File: src/hdl/bsst_pkg.sv
// ----------------------------------------------------------------------------
// bsst_pkg
// Shared types and constants for the bounded set span tracker.
// ----------------------------------------------------------------------------
`default_nettype none

package bsst_pkg;

   // Store geometry
   localparam int STORE_DEPTH = 1024;
   localparam int ADDR_W      = $clog2(STORE_DEPTH);
   localparam int CNT_W       = $clog2(STORE_DEPTH + 1);

   // Field widths
   localparam int VAL_W = 32;
   localparam int CAP_W = 11;
   localparam int HC_W  = 11;
   localparam int CMP_W = (CNT_W > CAP_W) ? CNT_W : CAP_W;

   localparam logic [CAP_W-1:0] CAP_RESET = CAP_W'(1024);
   localparam logic [VAL_W-1:0] SIGN_BIAS = 32'h8000_0000;
   localparam logic [VAL_W-1:0] GAP_RESET = '1;

   typedef enum logic [1:0] {
      ST_IDLE,
      ST_SCAN,
      ST_DRAIN,
      ST_COMMIT
   } bsst_state_type;

   typedef struct packed {
      logic load;     // latch the beat and decide whether it fits
      logic rd_en;    // read the next stored entry
      logic commit;   // store, update extremes, present the result
   } bsst_cmd_type;

   typedef struct packed {
      logic scan_needed;  // fits and at least one entry is held
      logic scan_last;    // current read is the last held entry
      logic pipe_busy;    // distance pipeline still holds data
      logic out_busy;     // result register full and stalled
   } bsst_sts_type;

   // Biased key: unsigned order of keys follows signed order of values
   function automatic logic [VAL_W-1:0] to_key(input logic [VAL_W-1:0] v);
      return v ^ SIGN_BIAS;
   endfunction

endpackage : bsst_pkg

`default_nettype wire

File: src/hdl/bsst_ctrl.sv
// ----------------------------------------------------------------------------
// bsst_ctrl
// Sequencer: accepts a beat, steps the scan over held entries when needed, then commits.
// ----------------------------------------------------------------------------
`default_nettype none

module bsst_ctrl
   import bsst_pkg::*;
(
   input  wire logic         clock,
   input  wire logic         reset,
   input  wire logic         req_valid,
   output      logic         req_stall,
   input  wire bsst_sts_type sts,
   output      bsst_cmd_type cmd
);

   bsst_state_type state_ff, state_in;
   logic           req_take;

   assign req_take = req_valid && (state_ff == ST_IDLE);

   always_ff @(posedge clock) begin
      if (reset) begin
         state_ff <= ST_IDLE;
      end else begin
         state_ff <= state_in;
      end
   end

   always_comb begin
      state_in = state_ff;
      unique case (state_ff)
         ST_IDLE: begin
            if (req_take) begin
               state_in = sts.scan_needed ? ST_SCAN : ST_COMMIT;
            end
         end
         ST_SCAN: begin
            if (sts.scan_last) begin
               state_in = ST_DRAIN;
            end
         end
         ST_DRAIN: begin
            if (!sts.pipe_busy) begin
               state_in = ST_COMMIT;
            end
         end
         ST_COMMIT: begin
            if (!sts.out_busy) begin
               state_in = ST_IDLE;
            end
         end
         default: state_in = ST_IDLE;
      endcase
   end

   always_comb begin
      cmd       = '0;
      req_stall = 1'b1;
      unique case (state_ff)
         ST_IDLE: begin
            req_stall = 1'b0;
            cmd.load  = req_take;
         end
         ST_SCAN: begin
            cmd.rd_en = 1'b1;
         end
         ST_DRAIN: begin
            cmd = '0;
         end
         ST_COMMIT: begin
            // hold until the previous result has left
            cmd.commit = !sts.out_busy;
         end
         default: cmd = '0;
      endcase
   end

endmodule : bsst_ctrl

`default_nettype wire

File: config.mk
export PLATFORM = sky130hd
export DESIGN_NAME = bsst_ctrl
export DESIGN_NICKNAME = d
export VERILOG_FILES = /design/src/hdl/bsst_pkg.sv /design/src/hdl/bsst_ctrl.sv
export SDC_FILE = /design/constraint.sdc
export NUM_CORES = 1
export LEC_CHECK = 0
export BUFFER_PORTS_ARGS = -buffer_cell sky130_fd_sc_hd__buf_2
export CAP_MARGIN = 10
export CORE_AREA = 2 2 39 41
export CTS_CLUSTER_DIAMETER = 120
export DETAILED_ROUTE_END_ITERATION = 10
export DIE_AREA = 0 0 41 43
export MAX_ROUTING_LAYER = met4
export PLACE_DENSITY_LB_ADDON = 0.08
export SYNTH_ARGS = -nofsm -noshare
export SYNTH_HDL_FRONTEND = slang
export SYNTH_SLANG_ARGS = --single-unit
File: constraint.sdc
create_clock -name clock -period 1.8 [get_ports clock]
set_clock_uncertainty 0.05 [all_clocks]
set_input_delay 0.36 -clock clock [delete_from_list [all_inputs] [get_ports clock]]
set_output_delay 0.36 -clock clock [all_outputs]
set_load 0.03 [all_outputs]
Word-level counts from Yosys, hierarchy flattened. Cells that the tools add are included.

Eq/ne operators: 7. Multiplexer cells: 10. Reduce and logical (&&, ||, !) cells: 4.

Operator list (number): $mux W2 (5); $ne A2 B2 Y1 const B (4); $pmux W2 S4 (1); $eq A2 B2 Y1 const B (2); $mux W1 (4); $reduce_and A4 Y1 (1); $eq A2 B1 Y1 const B (1); $logic_not A2 Y1 (1); $logic_and A1 B1 Y1 (1); $logic_not A1 Y1 (1).

Register bits after elaboration: 2. Input bits: 7. Logic and storage cells: 22.

Depth between registers and ports, before layout. Gate-level depths: netlist of the first run.

Depth after elaboration: 4. Mapped depth: 5. Depth with buffers taken out: 5.

Least setup slack after synthesis of the first run. No wires, ideal clock.

Path kind: flip-flop to flip-flop. Start: register state_ff[1]. End: register state_ff[1]. Data arrival time: 1.248 ns. Data required time: 1.627 ns. Path slack: 0.379 ns. Stages on the path, launching flop included: 6. Cells stage by stage: dfxtp_1 -> inv_1 -> ha_1 -> nand2b_1 -> nand3_2 -> mux2_1.

Longest elaborated chain between the ends: 4. Elaborated cells between the ends (all ways): 11. Those cells by class: eq/ne (7); mux (1); reduce/logical (3).

Ends and longest elaborated chain: start: declaration (line bsst_ctrl.sv:18) `bsst_state_type state_ff, state_in;`; start signal: assignment (line bsst_ctrl.sv:27) `state_ff <= state_in;`; $logic_not A2 Y1 (line bsst_ctrl.sv:21, bsst_ctrl.sv:33); $logic_and A1 B1 Y1 (line bsst_ctrl.sv:21) `assign req_take = req_valid && (state_ff == ST_IDLE);`; $ne A2 B2 Y1 (no source line); $reduce_and A4 Y1 (no source line).

Parallel ways exist; a longest one is shown, timed or not. A chain may end at the register's enable or synchronous reset.

==> flow_summary.yaml, run 1 <==
run_status:
  status: "finished clean"
job:
  cap_violations: 0
route:
  drtPass1Iterations: 1
  routed-via-count: 200
  wl_um: 451
  drc: 0
  drt_iter0_drc: 0
  wire_per_inst_um: 8.51
  avgViaCountPerCell: 3.77
  drtAntennaViolNets: 0
setup_path:
  crit_type: "flop to output pin"
  start_kind: "flop"
  cp_max_fo: 4
  crit_required_ns: 1.39
  cp_data_arrival_time_ns: 1.19
  end_kind: "output pin"
clock_tree:
  cts_buffers: 3
  cts_resized: 0
  clk_pin_slew_ns: 0.03
  cts_buffer_depth: 2
  cts_max_level: 1
  cts_root_buf: "clkbuf_4"
  postCtsSetupBuffers: 0
  clk_latency_ns: 0.23
  holdBufCountCts: 0
  cts_tree: "done"
  cts_sinks: 2
die:
  chipHeight_um: 43
  initial_core_util_pct: 15.7
  io_pins: 11
  die_width_um: 41
  die_area_sq_um: 1760
  num_rows: 14
  fp.coreArea_sq_um: 1380
synth:
  yosysUniqueCellTypes: 13
  ys_warn_count: 0
  synth.cell_area_sq_um: 218
  syn_inst: 24
  ys_ff_latch: 2
  synth.avg_cell_area_sq_um: 9.07
  syn_nets: 36
  yosysSeqAreaShare_pct: 18.4
placed_design:
  place_hpwl_um: 384
  port_buffers: 10
  place_ws_ns: 0.385
  gp_congestion: 0.676
global_routing:
  overflow: 0
  grt_pass1_vias: 194
  grt_pass1_wl_um: 772
  antenna_found_initial: 0
  grt_max_degree: 5
  grt.total_usage_pct: 6.87
timing:
  hold_viol: 0
  period_share_pct: 89.1
  slew_violations: 0
  slew-limit-headroom_pct: 87.8
  worst_pin_slew_ns: 0.182
  setup_ws_ns: 0.197
  hold_ws_ns: 0.286
  fmax_mhz: 624
  min_period_ns: 1.60
  setup_violations: 0
  fin_tns_setup_ns: 0
  rsz0062_at_grt: "no"
cells_and_area:
  postLayoutCoreUtil_pct: 22.4
  fin_nets: 51
  top_register: "state_ff"
  diodes: 0
  reg.largest.list: "state_ff x2"
  drive_above_1_share_pct: 45.9
  largest_reg_flops: 2
  area_growth_pct: 42.5
power_and_ir_drop:
  swShare_pct: 47.3
  vdd_drop_max_v: 0.000595
  comb_power_share_pct: 64.6
  p_seq_share_pct: 16.0
  power_density_nw_per_um2: 1650
  p_switching_w: 0.000243
  leakage_nw: 0.165
  p_int_w: 0.000270
  power_frac_clock_pct: 19.3
hold_path:
  min_path_type: "input port to flop"
[cell usage in the layout (no fill, tap or decap)]
master,instances
a211oi_1,1
ha_1,5
and4_2,1
a22oi_2,1
nand2b_1,4
and2b_2,1
nand3_2,1
clkbuf_4,3
dfxtp_1,2
mux2_1,1
nor2_1,2
buf_2,10
inv_1,3
a21oi_1,1
and2_1,1
[Yosys cell counts (all sizes together)]
library cell,n,share of area (%)
ha,5,29
nand2b,4,11
inv,3,5.2
dfxtp,2,18
nor2,2,3.4
a211oi,1,3.4
a21oi,1,2.3
a22oi,1,5.7
and2,1,2.9
and2b,1,4.0
and4,1,4.6
mux2,1,5.2
nand3,1,4.6
[metal layers]
metal | up-vias | track usage (%) | routed length (um)
met5 | - | - | 0
met4 | 0 | 4.00 | 0
met1 | 86 | 7.32 | 204
met2 | 7 | 9.06 | 201
li1 | 107 | - | -
met3 | 0 | 4.71 | 45
[power groups by stage]
stage	registers (W)	clock network [W]	logic (W)
final	0.0000822	0.0000993	0.000332
after global routing	0.0000888	0.000108	0.000380
after CTS	0.0000831	0.000107	0.000340
after detailed placement	0.0000837	0	0.000339
after global placement	0.0000846	0	0.000345
after floorplan	0.0000798	0	0.000266
[critical path, cell delays in order, from the launching register on]
cell and delay [ns]:
dfxtp_1 0.34, inv_1 0.09, ha_1 0.23, and2_1 0.13
buf_2 0.17
[path summary, 6_finish.rpt]
kind	slack [ns]	to	startpoint	cells past startpoint
setup reg to reg	0.39	state_ff[1]	state_ff[0]	5
hold reg to reg	0.52	state_ff[0]	state_ff[0]	2
hold / removal	0.29	state_ff[0]	reset	2
setup / recovery	0.20	cmd[2]	state_ff[0]	4
[stage by stage]
step                      total power, W  std cells  instance area (sq um)
final                           0.000513         53                    310
after global routing            0.000577         53                    310
after CTS                       0.000530         53                    310
after detailed placement        0.000422         50                    288
after global placement          0.000430         50                    288
after floorplan                 0.000345         24                    218
[final cells by class]
| type | instances | area [sq um] |
|---|---|---|
| Clock buffer | 3 | 22.5 |
| Fill cell | 164 | 1070 |
| Inverter | 3 | 11.3 |
| Multi-Input combinational cell | 19 | 166 |
| Sequential cell | 2 | 40.0 |
| Tap cell | 16 | 20.0 |
| Timing Repair Buffer | 10 | 50.0 |
[logic make-up (layout without fill, tap and decap cells)]
family | Yosys count | in the layout | synth area share [%]
AOI/OAI and AO/OA | 3 | 3 | 11.5
adders and majority gates | 5 | 5 | 28.7
buffers and inverters | 3 | 16 | 5.17
DFF | 2 | 2 | 18.4
muxes | 1 | 1 | 5.17
and+or+nand+nor | 10 | 10 | 31.0
(Power assumes the default switching activity.)
==> inputs of run 2 (changes only) <==
Settings changed: BUFFER_PORTS_ARGS -buffer_cell sky130_fd_sc_hd__buf_2 to not set, DONT_BUFFER_PORTS set to 1.
Clock period 1.8 ns to 1.5 ns, I/O delays scaled along.
==> run 2 against run 1 <==
Against the previous run: via count is 19% lower; clock power is 20% higher; core utilization down 2.7 points; die area unchanged; non-clock buffer count down 9; power is 21% higher; hold slack got worse by 0.18 ns.
==> flow_summary.yaml, run 2 (synthesis gave the netlist of run 1 again) <==
setup_path:
  cp_data_arrival_time_ns: 1.08
  crit_required_ns: 1.15
  cp_top_family: "flip-flops"
  crit_chain: "inv_1 > ha_2 > and2_4"
  critPathSlowestCell: "dfxtp_1"
  crit_type: "flop to output pin"
  critPathBufInv: 1
  start_kind: "flop"
  cp_max_fo: 4
  end_kind: "output pin"
  max_stage_delay_ns: 0.31
timing:
  fin_tns_setup_ns: 0
  worst_pin_slew_ns: 0.213
  period_share_pct: 95.1
  slew-limit-headroom_pct: 85.7
  rsz0062_at_grt: "no"
  min_period_ns: 1.43
  setup_violations: 0
  slew_violations: 0
  fmax_mhz: 701
  hold_viol: 0
placed_design:
  place_hpwl_um: 349
  gp_congestion: 0.669
  port_buffers: 0
power_and_ir_drop:
  power_density_nw_per_um2: 2270
  comb_power_share_pct: 64.5
  p_seq_share_pct: 16.3
  swShare_pct: 47.9
  p_int_w: 0.000322
  vdd_drop_max_v: 0.000530
  p_switching_w: 0.000296
  power_frac_clock_pct: 19.3
  leakage_nw: 0.126
route:
  routed-via-count: 162
  avgViaCountPerCell: 3.68
  wire_per_inst_um: 9.80
  drt_iter0_drc: 5
  wl_um: 431
  drtPass1Iterations: 2
  drtAntennaViolNets: 0
  drc: 0
cells_and_area:
  top_register: "state_ff"
  largest_reg_flops: 2
  postLayoutCoreUtil_pct: 19.7
  final_cell_mix: "4 x nand2b_1, 4 x ha_1, 3 x clkbuf_4"
  diodes: 0
  drive_above_1_share_pct: 42.9
  area_growth_pct: 25.3
  fin_nets: 42
  reg.largest.list: "state_ff x2"
die:
  die_area_sq_um: 1760
  fp.coreArea_sq_um: 1380
  die_width_um: 41
  io_pins: 11
  initial_core_util_pct: 15.7
  chipHeight_um: 43
  num_rows: 14
job:
  cap_violations: 0
run_status:
  status: "finished clean"
hold_path:
  min_path_type: "input port to flop"
global_routing:
  grt_pass1_vias: 187
  grt_max_degree: 5
  antenna_found_initial: 0
  overflow: 0
  grt_pass1_wl_um: 710
  grt.total_usage_pct: 6.67
clock_tree:
  clk_pin_slew_ns: 0.03
  cts_sinks: 2
  cts_max_level: 1
  clk_latency_ns: 0.22
  cts_buffers: 3
  cts_buffer_depth: 2
  cts_tree: "done"
  cts_root_buf: "clkbuf_4"
-- run 2: path summary, 6_finish.rpt --
check              startpoint     endpoint  slack, ns  depth (start not counted)
setup / recovery  state_ff[1]       cmd[2]       0.07                          3
hold reg to reg   state_ff[0]  state_ff[0]       0.49                          2
setup reg to reg  state_ff[0]  state_ff[1]       0.08                          5
hold / removal          reset  state_ff[0]       0.11                          1
-- run 2: per-stage QoR --
| stage | total power (W) | area (sq um) | hold WS [ns] | setup slack (ns) | std cells |
|---|---|---|---|---|---|
| 4_1_cts | 0.000620 | 270 | 0.0949 | 0.0128 | 44 |
| 5_1_grt | 0.000679 | 273 | 0.0837 | 0.0217 | 44 |
| 3_5_place_dp | 0.000478 | 245 | 0.336 | 0.0590 | 41 |
| 3_3_place_gp | 0.000486 | 245 | 0.340 | 0.0470 | 41 |
| 6_report | 0.000619 | 273 | 0.106 | 0.0734 | 44 |
| 2_1_floorplan | 0.000415 | 218 | 0.323 | 0.0786 | 24 |
-- run 2: power groups by stage --
stage,combinational [W],sequential [W],clock (W)
floorplan,0.000319,0.0000958,0
global route,0.000438,0.000102,0.000140
CTS,0.000392,0.0000985,0.000130
global placement,0.000384,0.000102,0
detailed placement,0.000379,0.0000993,0
finish,0.000399,0.000101,0.000119
-- run 2: cell type report --
| type | instances | area [sq um] |
|---|---|---|
| clock buffer | 3 | 22.5 |
| fill | 152 | 1110 |
| inverter | 3 | 11.3 |
| multi-input combinational | 19 | 171 |
| sequential | 2 | 40.0 |
| tap | 16 | 20.0 |
| timing repair buffer | 1 | 7.51 |
-- run 2: layer usage --
layer / up-vias / GRT usage [%] / part of all wire, %
li1: 88 / - / -
met5: - / - / 0
met1: 67 / 6.37 / 41
met3: 0 / 3.66 / 13
met4: 0 / 8.00 / 0
met2: 7 / 8.13 / 46
-- run 2: repair_timing --
action                                  4_1_cts  5_1_grt
buffers inserted                              0        0
endpoints found under the setup margin        1        1
pin swaps                                     0        0
hold buffers                                  0        0
resized for setup                             2        3
